===== config.mk =====
export PLATFORM = sky130hd
export DESIGN_NAME = lprip_fifo
export DESIGN_NICKNAME = d
export VERILOG_FILES = /design/src/rtl/lprip_pkg.sv /design/src/rtl/lprip_fifo.sv
export SDC_FILE = /design/constraint.sdc
export NUM_CORES = 1
export LEC_CHECK = 0
export BUFFER_PORTS_ARGS = -buffer_cell sky130_fd_sc_hd__buf_4
export CORE_MARGIN = 3
export CORE_UTILIZATION = 56
export DETAILED_ROUTE_END_ITERATION = 7
export PLACE_DENSITY = 0.84
export SYNTH_ARGS = -nofsm -noshare
export SYNTH_HDL_FRONTEND = slang
export SYNTH_SLANG_ARGS = --single-unit

===== constraint.sdc =====
create_clock -name clk -period 22.9 [get_ports clk]
set_clock_uncertainty 0.1 [all_clocks]
set_input_delay 3.435 -clock clk [delete_from_list [all_inputs] [get_ports clk]]
set_output_delay 3.435 -clock clk [all_outputs]
set_load 0.05 [all_outputs]

===== src/rtl/lprip_pkg.sv =====
// Shared constants, types and a CORDIC step helper for the lidar range-image projector.
`timescale 1ns / 1ps
`default_nettype none

package lprip_pkg;

  // Coordinate and iteration sizing
  localparam int COORD_WIDTH      = 24;
  localparam int ANGLE_ITERATIONS = 20;

  localparam int NEU_W  = COORD_WIDTH + 1;
  localparam int MAG_W  = COORD_WIDTH;
  localparam int SQ_W   = 2 * COORD_WIDTH;
  localparam int ROOT_W = COORD_WIDTH;
  localparam int REM_W  = ROOT_W + 2;
  localparam int XY_W   = COORD_WIDTH + 3;

  // Angle and projection arithmetic widths
  localparam int ANG_W   = 34;
  localparam int ELEV_W  = 32;
  localparam int AZU_W   = 33;
  localparam int RING_W  = 8;
  localparam int PPR_W   = 13;
  localparam int FOV_W   = 8;
  localparam int D_W     = FOV_W + 1;
  localparam int CPROD_W = AZU_W + PPR_W;
  localparam int CQ_W    = CPROD_W - 32;
  localparam int T_W     = 41;
  localparam int NUM_W   = T_W + D_W;
  localparam int MQ_W    = 17;
  localparam int COL_W   = PPR_W + 2;

  // Result field widths
  localparam int ROW_W   = 7;
  localparam int COLI_W  = 12;
  localparam int DEPTH_W = 24;

  localparam int IN_TDATA_W  = ((3 * COORD_WIDTH + 7) / 8) * 8;
  localparam int OUT_TDATA_W = ((ROW_W + COLI_W + DEPTH_W + 7) / 8) * 8;

  // Configuration port
  localparam int CFG_IDX_W  = 2;
  localparam int CFG_DATA_W = PPR_W;

  localparam logic signed [ANG_W-1:0] HALF_TURN    = 34'sh0_8000_0000;
  localparam logic signed [ANG_W-1:0] QUARTER_TURN = 34'sh0_4000_0000;
  localparam logic signed [T_W-1:0]   FULL_TURN_DEG = 41'sd360;
  localparam logic [DEPTH_W-1:0]      DEPTH_MAX    = 24'hFF_FFFF;
  localparam logic [MQ_W-1:0]         ROW_LIMIT    = 17'd127;
  localparam logic signed [COL_W-1:0] COL_LIMIT    = 15'sd4095;

  // atan(2^-i) in binary angle units, 2^32 per turn
  localparam logic [31:0] ATAN_TAB [32] = '{
    32'h20000000, 32'h12E4051E, 32'h09FB385B, 32'h051111D4, 32'h028B0D43, 32'h0145D7E1,
    32'h00A2F61E, 32'h00517C55, 32'h0028BE53, 32'h00145F2F, 32'h000A2F98, 32'h000517CC,
    32'h00028BE6, 32'h000145F3, 32'h0000A2FA, 32'h0000517D, 32'h000028BE, 32'h0000145F,
    32'h00000A30, 32'h00000518, 32'h0000028C, 32'h00000146, 32'h000000A3, 32'h00000051,
    32'h00000029, 32'h00000014, 32'h0000000A, 32'h00000005, 32'h00000003, 32'h00000001,
    32'h00000001, 32'h00000000
  };

  typedef enum logic [CFG_IDX_W-1:0] {
    CFG_RING_COUNT      = 2'd0,
    CFG_POINTS_PER_RING = 2'd1,
    CFG_FOV_UPPER       = 2'd2,
    CFG_FOV_LOWER       = 2'd3
  } cfg_idx_t;

  typedef struct packed {
    logic [RING_W-1:0]       ring_count;
    logic [PPR_W-1:0]        points_per_ring;
    logic signed [FOV_W-1:0] fov_upper;
    logic signed [FOV_W-1:0] fov_lower;
  } cfg_t;

  localparam cfg_t CFG_RESET = '{
    ring_count:      8'd32,
    points_per_ring: 13'd1812,
    fov_upper:       8'sd15,
    fov_lower:       -8'sd25
  };

  // Front to back item: NEU coordinates and squared horizontal terms
  typedef struct packed {
    logic signed [NEU_W-1:0] x;
    logic signed [NEU_W-1:0] y;
    logic signed [NEU_W-1:0] z;
    logic [SQ_W-1:0]         sx;
    logic [SQ_W-1:0]         sy;
  } front_item_t;

  // Front to queue handshake
  typedef struct packed {
    logic push;
    logic full;
  } q_ctl_t;

  typedef struct packed {
    logic [SQ_W-1:0]         rad;
    logic [REM_W-1:0]        rem;
    logic [ROOT_W-1:0]       root;
    logic signed [NEU_W-1:0] x;
    logic signed [NEU_W-1:0] y;
    logic signed [NEU_W-1:0] z;
  } sq_t;

  typedef struct packed {
    logic signed [XY_W-1:0]  x;
    logic signed [XY_W-1:0]  y;
    logic signed [ANG_W-1:0] a;
  } rot_t;

  typedef struct packed {
    logic [ROOT_W-1:0] h;
    rot_t              az;
    rot_t              el;
  } cd_t;

  typedef struct packed {
    logic signed [T_W-1:0] t;
    logic [CPROD_W-1:0]    cprod;
    logic [ROOT_W-1:0]     h;
  } f1_t;

  typedef struct packed {
    logic signed [NUM_W-1:0] num;
    logic signed [COL_W-1:0] col;
    logic                    col_ok;
    logic [ROOT_W-1:0]       h;
  } f2_t;

  typedef struct packed {
    logic [MQ_W-1:0]   mag;
    logic [MQ_W-1:0]   quo;
    logic [FOV_W-1:0]  rem;
    logic [FOV_W-1:0]  dv;
    logic              neg;
    logic              empty;
    logic [COLI_W-1:0] col;
    logic              col_ok;
    logic [ROOT_W-1:0] h;
  } dv_t;

  // One vectoring CORDIC step; hold once y has reached zero
  function automatic rot_t rot_step(input rot_t r, input logic [4:0] sh);
    rot_t                    o;
    logic signed [XY_W-1:0]  xs;
    logic signed [XY_W-1:0]  ys;
    logic signed [ANG_W-1:0] da;
    o  = r;
    xs = r.x >>> sh;
    ys = r.y >>> sh;
    da = $signed({{(ANG_W-32){1'b0}}, ATAN_TAB[sh]});
    if (r.y > 0) begin
      o.x = r.x + ys;
      o.y = r.y - xs;
      o.a = r.a + da;
    end else if (r.y < 0) begin
      o.x = r.x - ys;
      o.y = r.y + xs;
      o.a = r.a - da;
    end
    return o;
  endfunction

endpackage

`default_nettype wire


===== src/rtl/lprip_fifo.sv =====
// Two-entry queue between the front stage and the projection pipeline.
`timescale 1ns / 1ps
`default_nettype none

module lprip_fifo
  import lprip_pkg::*;
(
  input  wire logic        clk,
  input  wire logic        rst_n,
  input  q_ctl_t           q_ctl,
  input  front_item_t      wr_item,
  output logic             full,
  output logic             rd_valid,
  input  wire logic        rd_pop,
  output front_item_t      rd_item
);

  front_item_t mem_r [2];
  logic        wr_ptr_r;
  logic        rd_ptr_r;
  logic [1:0]  count_r;
  logic [1:0]  count_nxt;
  logic        do_push;
  logic        do_pop;

  assign full     = (count_r == 2'd2);
  assign rd_valid = (count_r != 2'd0);
  assign rd_item  = mem_r[rd_ptr_r];
  assign do_push  = q_ctl.push && !q_ctl.full;
  assign do_pop   = rd_pop && rd_valid;

  always_comb begin
    count_nxt = count_r;
    if (do_push && !do_pop) begin
      count_nxt = count_r + 2'd1;
    end else if (do_pop && !do_push) begin
      count_nxt = count_r - 2'd1;
    end
  end

  // Advance pointers and occupancy
  always_ff @(posedge clk) begin
    if (!rst_n) begin
      wr_ptr_r <= 1'b0;
      rd_ptr_r <= 1'b0;
      count_r  <= 2'd0;
    end else begin
      count_r <= count_nxt;
      if (do_push) begin
        wr_ptr_r <= !wr_ptr_r;
      end
      if (do_pop) begin
        rd_ptr_r <= !rd_ptr_r;
      end
    end
  end

  always_ff @(posedge clk) begin
    if (do_push) begin
      mem_r[wr_ptr_r] <= wr_item;
    end
  end

endmodule

`default_nettype wire


* Word level (Yosys, flattened, before mapping)
Memory sizes are Yosys's and may differ from the RTL's. A register that Yosys moved wholly into a read port is not among the register bits. Cells that the tools add are included.
Word-level totals: register bits after elaboration 4, bits in latches 0, bits in writable memories 342, bits in read-only memories 0, input port bits 176, output and inout port bits 173, logic and storage cells 24, memories 1
Memory list:
- mem_r | words 2, width 171, rd ports 1, clocked after memory_dff 1, write ports 1, RTL line lprip_fifo.sv:18 | front_item_t mem_r [2];
Operators by class: add/subtract/negate cells 2, multiply operators 0, div/mod/pow operators 0, magnitude comparators 0, equal/unequal tests 1, shifts and indexed selects 0, mux-type cells 6, bitwise gates (word level) 0, reductions and logical operators 11
Operator list (number):
- $logic_not A1 Y1 | 5
- $logic_and A1 B1 Y1 | 4
- $mux W1 | 4
- $mux W2 | 2
- $reduce_bool A2 Y1 | 2
- $add A2 B1 Y2 const B | 1
- $eq A2 B2 Y1 const B | 1
- $sub A2 B1 Y2 const B | 1

* Logic depth before layout (Yosys ltp)
depth after elaboration 6, mapped depth 5, depth with buffers taken out 5

* Worst setup path before layout
No wires, ideal clock.
path type input to register, from in q_ctl[1] (netlist bit), to mem mem_r[0][0] (netlist bit), enable pin, setup time 0.724 ns, arrival 11.199 ns, required time 22.076 ns, setup slack 10.876 ns, stages 2, buffers on the path 0, cell sequence nor2b_1 nor2b_1
Between the ends: longest elaborated chain between the ends 3
RTL lines:
- from (decl) | RTL line lprip_fifo.sv:10 | input q_ctl_t q_ctl,
- $logic_and A1 B1 Y1 | RTL line lprip_fifo.sv:29 | assign do_push = q_ctl.push && !q_ctl.full;
- $mux W1 | RTL line lprip_fifo.sv:59 | if (do_push) begin
- $mux W1 (implied by the code) | RTL line lprip_fifo.sv:60 | mem_r[wr_ptr_r] <= wr_item;
- to (decl) | RTL line lprip_fifo.sv:18
No other way between the ends.

==> impl_metrics.yaml <==
outcome:
  outcome: "finished, final reports clean"
worst_setup_path:
  cpMaxStageDelayCell: "dfxtp_4"
  critPathMaxFanout: 64
  cp-end-kind: "primary output"
  r2r_start: "wr_ptr_r$_SDFFE_PN0P_"
  crit_arrival_ns: 3.12
  rrSetupSlack_ns: 20.50
  cp.required_ns: 19.37
  critPathLaunchType: "register"
  critical_path_class: "register to primary output"
  critical_path.max_stage_delay_ns: 1.03
  path_cells: "buf_4 > mux2_2 > buf_4"
  rr_endpoint: "mem_r[0][160]$_DFFE_PP_"
  r2r_cells: 2
  cp_common_cell: "buf_4"
cells_and_area:
  nets: 1105
  seq_area_um2: 10400
  diodes: 0
  area_growth_pct: 30.3
  drive_gt1_frac: 0.603
  finalInstanceArea_um2: 16800
  multiInputGateArea_um2: 2400
  fillers: 1199
sta:
  post-route-min-period_ns: 6.65
  finalSetupViolCount: 0
  hold_viol: 0
  min_period_over_period: 0.290
  slew_violations: 0
  fmax_ghz: 0.150
  setup_tns_ns: 0
  rsz0062_at_grt: "false"
  tightestPinTransition_ns: 1.12
  slew-limit-headroom: 0.253
cts:
  cts_made_buffers: 36
  post_cts_buffers: 0
  clk_path_buf_depth: 3
  insertion_delay_ns: 0.49
  cts_hold_buffers: 0
  clk_pin_slew_ns: 0.06
  cts_root_buf: "clkbuf_16"
  cts_resized: 0
  tritoncts: "done"
  htreeDepth: 2
  clock_sinks: 347
die:
  io_pins: 349
  start_util: 0.581
  row_count: 54
  die_y_um: 158
  die_w_um: 158
  die_area_um2: 24900
  core-area_um2: 22200
detailed_routing:
  antenna_left: 0
  via_count: 6555
  finalWirelength_mm: 27.2
  first_pass_iters: 4
  wl_per_cell_um: 22.1
  drt_iter0_drc: 398
  drc: 0
  vias_per_cell: 5.32
pwr:
  worst_ir_drop_vdd_v: 0.0000931
  power_density_nw_per_um2: 110
  p_leak_nw: 6.40
min_path:
  min-delay-start: "count_r[1]$_SDFFE_PN0P_"
  min_path_type: "register to register"
  hold_path_end: "count_r[1]$_SDFFE_PN0P_"
  whs_path_depth: 2
logic_synthesis:
  syn_inst: 555
  ys_seq_elements: 347
  syn-cell-area_um2: 12900
  yosysSeqAreaShare: 0.802
  syn-num-nets: 732
  synth_cell_types: 17
  yosysTopAreaCellShare: 0.795
  synth-warning-count: 0
  yosysTopAreaCell: "edfxtp_1"
  ys_top_cells_by_area: "edfxtp_1 (79%), mux2_4 (10%), mux2_2 (7.1%)"
  syn_avg_cell_area_um2: 23.3
global_routing:
  overflow: 0
  grt_pass1_vias: 6839
  grt_usage: 0.209
  grt_max_degree: 81
  grt_pass1_wl_mm: 38.8
  antenna_found_initial: 0
placement:
  place_area_um2: 15800
  port-buffer-count: 348
  gp_congestion: 0.768
  dp_hpwl_mm: 18.0
run:
  max_cap_viol_count: 0
[synth_stat cells, drive strengths merged]
cell type / n
mux2: 171
ha: 1
a21boi: 1
o21ai: 2
o21a: 1
xor2: 1
buf: 19
dfxtp: 5
or3: 1
or2: 1
nor2b: 4
xnor2: 2
edfxtp: 342
and2: 4
[worst max-delay path by stage]
stage | from | endpoint | slack [ns] | cells after the start
2_1_floorplan | q_ctl[1] | mem_r[0][0]$_DFFE_PP_ | 10.88 | 2
3_3_place_gp | register | rd_item[19] | 16.75 | 3
3_5_place_dp | register | rd_item[19] | 16.72 | 3
4_1_cts | register | rd_item[19] | 16.20 | 3
5_1_grt | register | rd_item[19] | 16.10 | 3
6_report | register | rd_item[19] | 16.25 | 3
[cell families (layout without fill, tap and decap cells)]
family,Yosys count,in the layout,share of synthesized area
buffers and inverters,19,417,0.0127
flip-flops,347,347,0.802
AND/OR/NAND/NOR,10,10,0.00484
adder cells (fa/ha/maj),1,1,0.000968
XOR/XNOR,3,3,0.00203
multiplexers,171,171,0.175
AO/OA/AOI/OAI,4,4,0.00194
[sequential cells by signal, indices dropped and copies added, names as in the netlist, named ones only]
| name | count |
|---|---|
| count_r | 2 |
| mem_r | 342 |
| rd_ptr_r | 1 |
| wr_ptr_r | 1 |
[cells in the final DEF (no fill, tap or decap), drive strengths merged, types with 2 or more instances in the layout]
| master | netlist | routed |
|---|---|---|
| clkbuf | 0 | 46 |
| xnor2 | 2 | 2 |
| mux2 | 171 | 171 |
| edfxtp | 342 | 342 |
| clkinv | 0 | 16 |
| buf | 19 | 354 |
| dfxtp | 5 | 5 |
| o21ai | 2 | 2 |
| nor2b | 4 | 4 |
| and2 | 4 | 4 |
[worst max-delay path, delay by kind of cell, from the launching register on]
family                 cells  cell delay, ns
multiplexers               1            0.43
flip-flops                 1            1.03
buffers and inverters      2            1.09
[area by class of cell]
type	instances	share of cell area
Multi-Input combinational cell	189	0.142
Clock buffer	46	0.0570
Sequential cell	347	0.616
Clock inverter	17	0.00617
Tap cell	280	0.0208
Timing Repair Buffer	354	0.158
[metal layers]
layer  part of all wire  track usage  vias up
met3               0.12       0.0908       54
met5                  0            0        -
met2               0.51        0.367      332
met4              0.030       0.0702        0
li1                   -            -     2950
met1               0.34        0.229     3219
[report_power, final]
part,switching [mW],internal (mW),total [mW]
clock,0.221,0.307,0.528
sequential,0.0257,0.724,0.750
combinational,0.356,0.215,0.572
[metrics by stage]
step	hold slack (ns)	power (mW)	instances	util	setup slack, ns
after detailed placement	0.449	1.34	1170	0.710	16.72
after global placement	0.405	1.33	1170	0.710	16.75
after floorplan	0.374	1.19	555	-	10.88
after global routing	0.521	1.91	1233	0.758	16.10
final	0.490	1.85	1233	0.758	16.25
after CTS	0.493	1.86	1233	0.758	16.20
Note: power is estimated with default switching activity, not from simulation.
