--- config.mk ---
export PLATFORM = sky130hd
export DESIGN_NAME = lprip_front
export DESIGN_NICKNAME = d
export VERILOG_FILES = /design/src/rtl/lprip_pkg.sv /design/src/rtl/lprip_front.sv
export SDC_FILE = /design/constraint.sdc
export NUM_CORES = 2
export LEC_CHECK = 0
export ABC_AREA = 0
export BUFFER_PORTS_ARGS = -buffer_cell sky130_fd_sc_hd__buf_2
export CORE_ASPECT_RATIO = 1.4
export CORE_MARGIN = 10
export CORE_UTILIZATION = 59
export CTS_BUF_LIST = sky130_fd_sc_hd__clkbuf_8
export CTS_CLUSTER_SIZE = 20
export DETAILED_ROUTE_END_ITERATION = 10
export PLACE_DENSITY = 0.81
export SYNTH_ARGS = -nofsm -noshare
export SYNTH_HDL_FRONTEND = slang
export SYNTH_SLANG_ARGS = --single-unit
--- constraint.sdc ---
create_clock -name clk -period 12.7 [get_ports clk]
set_input_delay 2.54 -clock clk [delete_from_list [all_inputs] [get_ports clk]]
set_output_delay 2.54 -clock clk [all_outputs]
set_load 0.05 [all_outputs]
--- src/rtl/lprip_pkg.sv ---
// Shared constants, types and a CORDIC step helper for the lidar range-image projector.
`timescale 1ns / 1ps
`default_nettype none

package lprip_pkg;

  // Coordinate and iteration sizing
  localparam int COORD_WIDTH      = 24;
  localparam int ANGLE_ITERATIONS = 20;

  localparam int NEU_W  = COORD_WIDTH + 1;
  localparam int MAG_W  = COORD_WIDTH;
  localparam int SQ_W   = 2 * COORD_WIDTH;
  localparam int ROOT_W = COORD_WIDTH;
  localparam int REM_W  = ROOT_W + 2;
  localparam int XY_W   = COORD_WIDTH + 3;

  // Angle and projection arithmetic widths
  localparam int ANG_W   = 34;
  localparam int ELEV_W  = 32;
  localparam int AZU_W   = 33;
  localparam int RING_W  = 8;
  localparam int PPR_W   = 13;
  localparam int FOV_W   = 8;
  localparam int D_W     = FOV_W + 1;
  localparam int CPROD_W = AZU_W + PPR_W;
  localparam int CQ_W    = CPROD_W - 32;
  localparam int T_W     = 41;
  localparam int NUM_W   = T_W + D_W;
  localparam int MQ_W    = 17;
  localparam int COL_W   = PPR_W + 2;

  // Result field widths
  localparam int ROW_W   = 7;
  localparam int COLI_W  = 12;
  localparam int DEPTH_W = 24;

  localparam int IN_TDATA_W  = ((3 * COORD_WIDTH + 7) / 8) * 8;
  localparam int OUT_TDATA_W = ((ROW_W + COLI_W + DEPTH_W + 7) / 8) * 8;

  // Configuration port
  localparam int CFG_IDX_W  = 2;
  localparam int CFG_DATA_W = PPR_W;

  localparam logic signed [ANG_W-1:0] HALF_TURN    = 34'sh0_8000_0000;
  localparam logic signed [ANG_W-1:0] QUARTER_TURN = 34'sh0_4000_0000;
  localparam logic signed [T_W-1:0]   FULL_TURN_DEG = 41'sd360;
  localparam logic [DEPTH_W-1:0]      DEPTH_MAX    = 24'hFF_FFFF;
  localparam logic [MQ_W-1:0]         ROW_LIMIT    = 17'd127;
  localparam logic signed [COL_W-1:0] COL_LIMIT    = 15'sd4095;

  // atan(2^-i) in binary angle units, 2^32 per turn
  localparam logic [31:0] ATAN_TAB [32] = '{
    32'h20000000, 32'h12E4051E, 32'h09FB385B, 32'h051111D4, 32'h028B0D43, 32'h0145D7E1,
    32'h00A2F61E, 32'h00517C55, 32'h0028BE53, 32'h00145F2F, 32'h000A2F98, 32'h000517CC,
    32'h00028BE6, 32'h000145F3, 32'h0000A2FA, 32'h0000517D, 32'h000028BE, 32'h0000145F,
    32'h00000A30, 32'h00000518, 32'h0000028C, 32'h00000146, 32'h000000A3, 32'h00000051,
    32'h00000029, 32'h00000014, 32'h0000000A, 32'h00000005, 32'h00000003, 32'h00000001,
    32'h00000001, 32'h00000000
  };

  typedef enum logic [CFG_IDX_W-1:0] {
    CFG_RING_COUNT      = 2'd0,
    CFG_POINTS_PER_RING = 2'd1,
    CFG_FOV_UPPER       = 2'd2,
    CFG_FOV_LOWER       = 2'd3
  } cfg_idx_t;

  typedef struct packed {
    logic [RING_W-1:0]       ring_count;
    logic [PPR_W-1:0]        points_per_ring;
    logic signed [FOV_W-1:0] fov_upper;
    logic signed [FOV_W-1:0] fov_lower;
  } cfg_t;

  localparam cfg_t CFG_RESET = '{
    ring_count:      8'd32,
    points_per_ring: 13'd1812,
    fov_upper:       8'sd15,
    fov_lower:       -8'sd25
  };

  // Front to back item: NEU coordinates and squared horizontal terms
  typedef struct packed {
    logic signed [NEU_W-1:0] x;
    logic signed [NEU_W-1:0] y;
    logic signed [NEU_W-1:0] z;
    logic [SQ_W-1:0]         sx;
    logic [SQ_W-1:0]         sy;
  } front_item_t;

  // Front to queue handshake
  typedef struct packed {
    logic push;
    logic full;
  } q_ctl_t;

  typedef struct packed {
    logic [SQ_W-1:0]         rad;
    logic [REM_W-1:0]        rem;
    logic [ROOT_W-1:0]       root;
    logic signed [NEU_W-1:0] x;
    logic signed [NEU_W-1:0] y;
    logic signed [NEU_W-1:0] z;
  } sq_t;

  typedef struct packed {
    logic signed [XY_W-1:0]  x;
    logic signed [XY_W-1:0]  y;
    logic signed [ANG_W-1:0] a;
  } rot_t;

  typedef struct packed {
    logic [ROOT_W-1:0] h;
    rot_t              az;
    rot_t              el;
  } cd_t;

  typedef struct packed {
    logic signed [T_W-1:0] t;
    logic [CPROD_W-1:0]    cprod;
    logic [ROOT_W-1:0]     h;
  } f1_t;

  typedef struct packed {
    logic signed [NUM_W-1:0] num;
    logic signed [COL_W-1:0] col;
    logic                    col_ok;
    logic [ROOT_W-1:0]       h;
  } f2_t;

  typedef struct packed {
    logic [MQ_W-1:0]   mag;
    logic [MQ_W-1:0]   quo;
    logic [FOV_W-1:0]  rem;
    logic [FOV_W-1:0]  dv;
    logic              neg;
    logic              empty;
    logic [COLI_W-1:0] col;
    logic              col_ok;
    logic [ROOT_W-1:0] h;
  } dv_t;

  // One vectoring CORDIC step; hold once y has reached zero
  function automatic rot_t rot_step(input rot_t r, input logic [4:0] sh);
    rot_t                    o;
    logic signed [XY_W-1:0]  xs;
    logic signed [XY_W-1:0]  ys;
    logic signed [ANG_W-1:0] da;
    o  = r;
    xs = r.x >>> sh;
    ys = r.y >>> sh;
    da = $signed({{(ANG_W-32){1'b0}}, ATAN_TAB[sh]});
    if (r.y > 0) begin
      o.x = r.x + ys;
      o.y = r.y - xs;
      o.a = r.a + da;
    end else if (r.y < 0) begin
      o.x = r.x - ys;
      o.y = r.y + xs;
      o.a = r.a - da;
    end
    return o;
  endfunction

endpackage

`default_nettype wire

--- src/rtl/lprip_front.sv ---
// Input stage: takes points, converts NED to NEU and squares the horizontal terms.
`timescale 1ns / 1ps
`default_nettype none

module lprip_front
  import lprip_pkg::*;
(
  input  wire logic                  clk,
  input  wire logic                  rst_n,
  input  wire logic                  in_tvalid,
  output logic                       in_tready,
  input  wire logic [IN_TDATA_W-1:0] in_tdata,  // x_coord, y_coord, z_coord
  output q_ctl_t                     q_ctl,
  input  wire logic                  q_full,
  output front_item_t                f_item
);

  logic                    f_valid_r;
  front_item_t             f_item_r;
  front_item_t             f_item_nxt;
  logic signed [NEU_W-1:0] x_neu;
  logic signed [NEU_W-1:0] y_neu;
  logic signed [NEU_W-1:0] z_neu;
  logic [MAG_W-1:0]        ux;
  logic [MAG_W-1:0]        uy;

  // Negate y and z, take magnitudes and square
  always_comb begin
    x_neu = NEU_W'($signed(in_tdata[0 +: COORD_WIDTH]));
    y_neu = -NEU_W'($signed(in_tdata[COORD_WIDTH +: COORD_WIDTH]));
    z_neu = -NEU_W'($signed(in_tdata[2*COORD_WIDTH +: COORD_WIDTH]));
    ux    = (x_neu < 0) ? MAG_W'(-x_neu) : MAG_W'(x_neu);
    uy    = (y_neu < 0) ? MAG_W'(-y_neu) : MAG_W'(y_neu);
    f_item_nxt.x  = x_neu;
    f_item_nxt.y  = y_neu;
    f_item_nxt.z  = z_neu;
    f_item_nxt.sx = SQ_W'(ux) * SQ_W'(ux);
    f_item_nxt.sy = SQ_W'(uy) * SQ_W'(uy);
  end

  assign in_tready  = !f_valid_r || !q_full;
  assign q_ctl.push = f_valid_r && !q_full;
  assign q_ctl.full = q_full;
  assign f_item     = f_item_r;

  // Hold the item until the queue has room
  always_ff @(posedge clk) begin
    if (!rst_n) begin
      f_valid_r <= 1'b0;
    end else if (in_tready) begin
      f_valid_r <= in_tvalid;
    end
  end

  always_ff @(posedge clk) begin
    if (in_tready && in_tvalid) begin
      f_item_r <= f_item_nxt;
    end
  end

endmodule

`default_nettype wire

Word-level counts from Yosys, hierarchy flattened
Cells that the tools add are included.

operators by class
  add/sub/neg operators = 4
  multiply operators = 2
  divide/modulo/power cells = 0
  magnitude comparators = 2
  equality and inequality tests = 0
  shifts and indexed selects = 0
  mux-type cells = 2
  bitwise gates (word level) = 0
  reductions and logical operators = 5

operators by type and width
  cell                   count
  $mul A24 B24 Y48       2
  $neg A24 Y25           2
  $mux W24               2
  $neg A24 Y24           2
  $lt A25 B1 Y1 const B  1
  $lt A24 B1 Y1 const B  1
  $logic_and A1 B1 Y1    2
  $logic_not A1 Y1       2
  $logic_or A1 B1 Y1     1

storage, ports and cells
  bits in registers = 171
  latch bits = 0
  memory bits (writable) = 0
  ROM bits = 0
  bits of input ports = 76
  output and inout bits = 174
  memories = 0

Logic depth before layout (Yosys ltp)
  depth after elaboration = 4
  gate-level depth with buffers = 40
  depth with buffers taken out = 35

Least setup slack after synthesis
No wires, ideal clock.

  path kind = input-to-reg
  start point = input port in_tdata[24]
  end point = register f_item_r (netlist bit f_item[47]) (data pin)
  setup time = 268 ps
  arrival = 11875 ps
  required time = 12432 ps
  slack = 557 ps
  stages on the path = 34
  path buffers = 3
  path through = clkbuf_1 -> inv_1 -> clkbuf_1 -> ha_1 -> nor2b_1 -> nand3_1 -> or3_1 -> a31oi_1 -> nand3_1 -> nor2_1 -> nor2_1 -> xor2_1 -> clkinv_1 -> clkbuf_1 -> nor2_1 -> fa_1 -> fa_1 -> fa_1 -> inv_1 -> fa_1 -> fa_1 -> inv_1 -> fa_1 -> fa_1 -> ha_1 -> o21a_1 -> a2bb2oi_1 -> nand4_1 -> a21oi_1 -> nor2_1 -> o2111a_1 -> o31ai_1 -> a221oi_1 -> xnor3_1

RTL lines
  element                 line               source
  start: declaration      lprip_front.sv:12  input wire logic [IN_TDATA_W-1:0] in_tdata,
  end signal: assignment  lprip_front.sv:57  f_item_r <= f_item_nxt;
  end: declaration        lprip_front.sv:19  front_item_t f_item_r;

==> results_dict.tcl <==
set metrics [dict create \
    die_area_um2 75500 \
    start_kind "primary input" \
    worst_r2r_startpoint "f_valid_r$_SDFFE_PN0N_" \
    die_x_um 235 \
    grt_util_met3 0.0638 \
    routedWlPerCell_um 19.8 \
    arrival_ns 12.68 \
    drcViolationCount 0 \
    worstHoldStart "f_valid_r$_SDFFE_PN0N_" \
    vias 28205 \
    place_congestion 0.983 \
    maxSlewViolCount 0 \
    ys_seq_area_frac 0.131 \
    clk_latency_ns 0.60 \
    synthXorXnorAreaFrac 0.0429 \
    cp-end-kind "flop" \
    cts_sinks 167 \
    postLayoutSetupSlackWorst_ns 0.373 \
    core_area_um2 64300 \
    layout_common_cells "inv_1 (1023), fa_1 (844), nor2_1 (403), ha_1 (342), nand2_1 (270)" \
    synth_warnings 0 \
    met2_usage 0.485 \
    num_io_pins 250 \
    hpwl_um 82200 \
    regArea_um2 5000 \
    synth_top_family_by_area "adder cells" \
    drv_cap 0 \
    drive_gt1_frac 0.0961 \
    rows 110 \
    synth_top_cell_by_area "fa_1" \
    wl_um 99400 \
    drtAntennaViolNets 0 \
    clock.fmax_mhz 81.1 \
    cts_tree "done" \
    synth_fa_ha_area_frac 0.554 \
    area.growth.synth_to_final_pct 7.56 \
    status "completed" \
    critical_path.max_stage_delay_ns 0.58 \
    hp-class "reg2reg" \
    grt_overflow_total 0 \
    dr.pass1.iters 6 \
    critPathBufInv 7 \
    synthFlopType "edfxtp_1" \
    cts-resized-gates 0 \
    clock_skew_ns 0.0222 \
    gr-usage-all-layers 0.275 \
    synthArstFlopShare 0 \
    cts_buffers 17 \
    setup_viol 0 \
    cp.required_ns 13.05 \
    hold_viol 0 \
    synth.distinct_cells 78 \
    cp_common_cell "fa_1" \
    rsz0062_at_grt "false" \
    netlist_area_um2 38200 \
    path_class "in2reg" \
    synth_edf_count 166 \
    fin_util 0.640 \
    syn_area_per_cell_um2 9.76 \
    min_period_ns 12.33 \
    io_buffers 247 \
    setup.worst_path.start "in_tdata[35]" \
    dp_slack_ns -0.268 \
    cts.path.max_buffers 2 \
    critPathSlowestCell "fa_1" \
    synthMuxAreaShare 0.000785 \
    clockRootBuffer "clkbuf_8" \
    synthCells 3916 \
    critPathTopFamily "adder cells" \
    htreeDepth 4 \
    ys_seq_elements 167 \
    first_global_vias 32045 \
    use_met1 0.295 \
    cts_hold_buffers 0 \
    start_util 0.595 \
    clkTransAtPathRegs_ns 0.12 \
    layout_commonest_cell "inv_1" \
    fin_crit_sh 0.971 \
    fillers 5030 \
    grt_max_degree 66 \
    grt_pass1_wl_um 162000 \
    vias_per_cell 5.62 \
    synth_simple_gate_area_frac 0.105 \
    die_y_um 321 \
    cp_max_fo 13 \
    nNetsFinal 5422 \
    first_iter_violations 1966 \
    ys_top_cells_by_area "fa_1 (44%), edfxtp_1 (13%), ha_1 (11%)" \
    synth_compound_area_frac 0.0517 \
    multi_input_area_um2 28900 \
    antenna_found_initial 5 \
    whs_ns 0.551 \
    synth.top_cell.area_share 0.442 \
    grt.busiest_layer "met2" \
    worst_slew_pin_slew_ns 1.05 \
    slew_headroom 0.288 \
    cts_setup_buffers 0 \
    fin_tns_setup_ns 0 \
]
-- cell families after synthesis --
kind of cell / after synthesis
muxes: 3
xor gates and xnor gates: 184
DFF: 167
buffers and inverters: 1153
other: 2
adders and majority gates: 1186
AOI/OAI and AO/OA: 314
and+or+nand+nor: 907
-- flip-flops by register name (all words and copies together), names as in the netlist --
register and flops:
f_valid_r 1, f_item 166
-- metrics by stage --
stage | cell area (um2) | std cells
2_1_floorplan | 38300 | 3933
3_3_place_gp | 40700 | 4981
3_5_place_dp | 40700 | 4981
4_1_cts | 41100 | 5013
5_1_grt | 41100 | 5015
6_report | 41100 | 5017
-- final timing paths --
path	endpoint	slack, ns	cells after the start
worst max-delay path	f_item[47]$_DFFE_PP_	0.37	33
worst min-delay path	f_valid_r$_SDFFE_PN0N_	0.55	2
worst max register to register	f_item[138]$_DFFE_PP_	10.54	3
worst min register to register	f_valid_r$_SDFFE_PN0N_	0.55	2
-- tightest hold or removal path, delay by kind of cell (launching register included) --
family / cells / cell delay (ns)
flops: 1 / 0.34
compound gates: 1 / 0.12
simple gates: 1 / 0.05
-- synth_stat cells, types with 7 or more instances --
library cell  number
nor3_1            41
or2_2             10
nand2b_1          23
nand2_1          270
and3_1             7
o21bai_1          15
nand4_1           24
nor2_1           403
xnor2_1          117
inv_2              8
a21o_1            44
inv_1           1023
o31ai_1            8
fa_1             844
ha_1             342
nor2b_1           20
a21oi_1          105
clkinv_1           8
a31oi_1            9
clkbuf_1          95
buf_2              8
nor4_1             9
or3_1             20
xor2_1            64
o21a_1            11
nand3_1           30
o21ai_0           70
and2_1            12
edfxtp_1         166
-- routing by layer --
layer,vias to the layer above,share of wire
met1,14053,0.33
met5,-,0
met3,443,0.095
li1,12287,-
met2,1422,0.51
met4,0,0.066
-- final cells by class --
| type | count | share of cell area |
|---|---|---|
| antenna | 4 | 0.000243 |
| clock buffer | 18 | 0.00602 |
| clock inverter | 14 | 0.00377 |
| inverter | 1039 | 0.0949 |
| multi-input combinational | 2613 | 0.704 |
| sequential | 167 | 0.122 |
| tap | 840 | 0.0256 |
| timing repair buffer | 322 | 0.0438 |
Power is left out: the tool's default activity adds up to more than one toggle a clock period on the data nets, which glitch-free logic cannot reach.
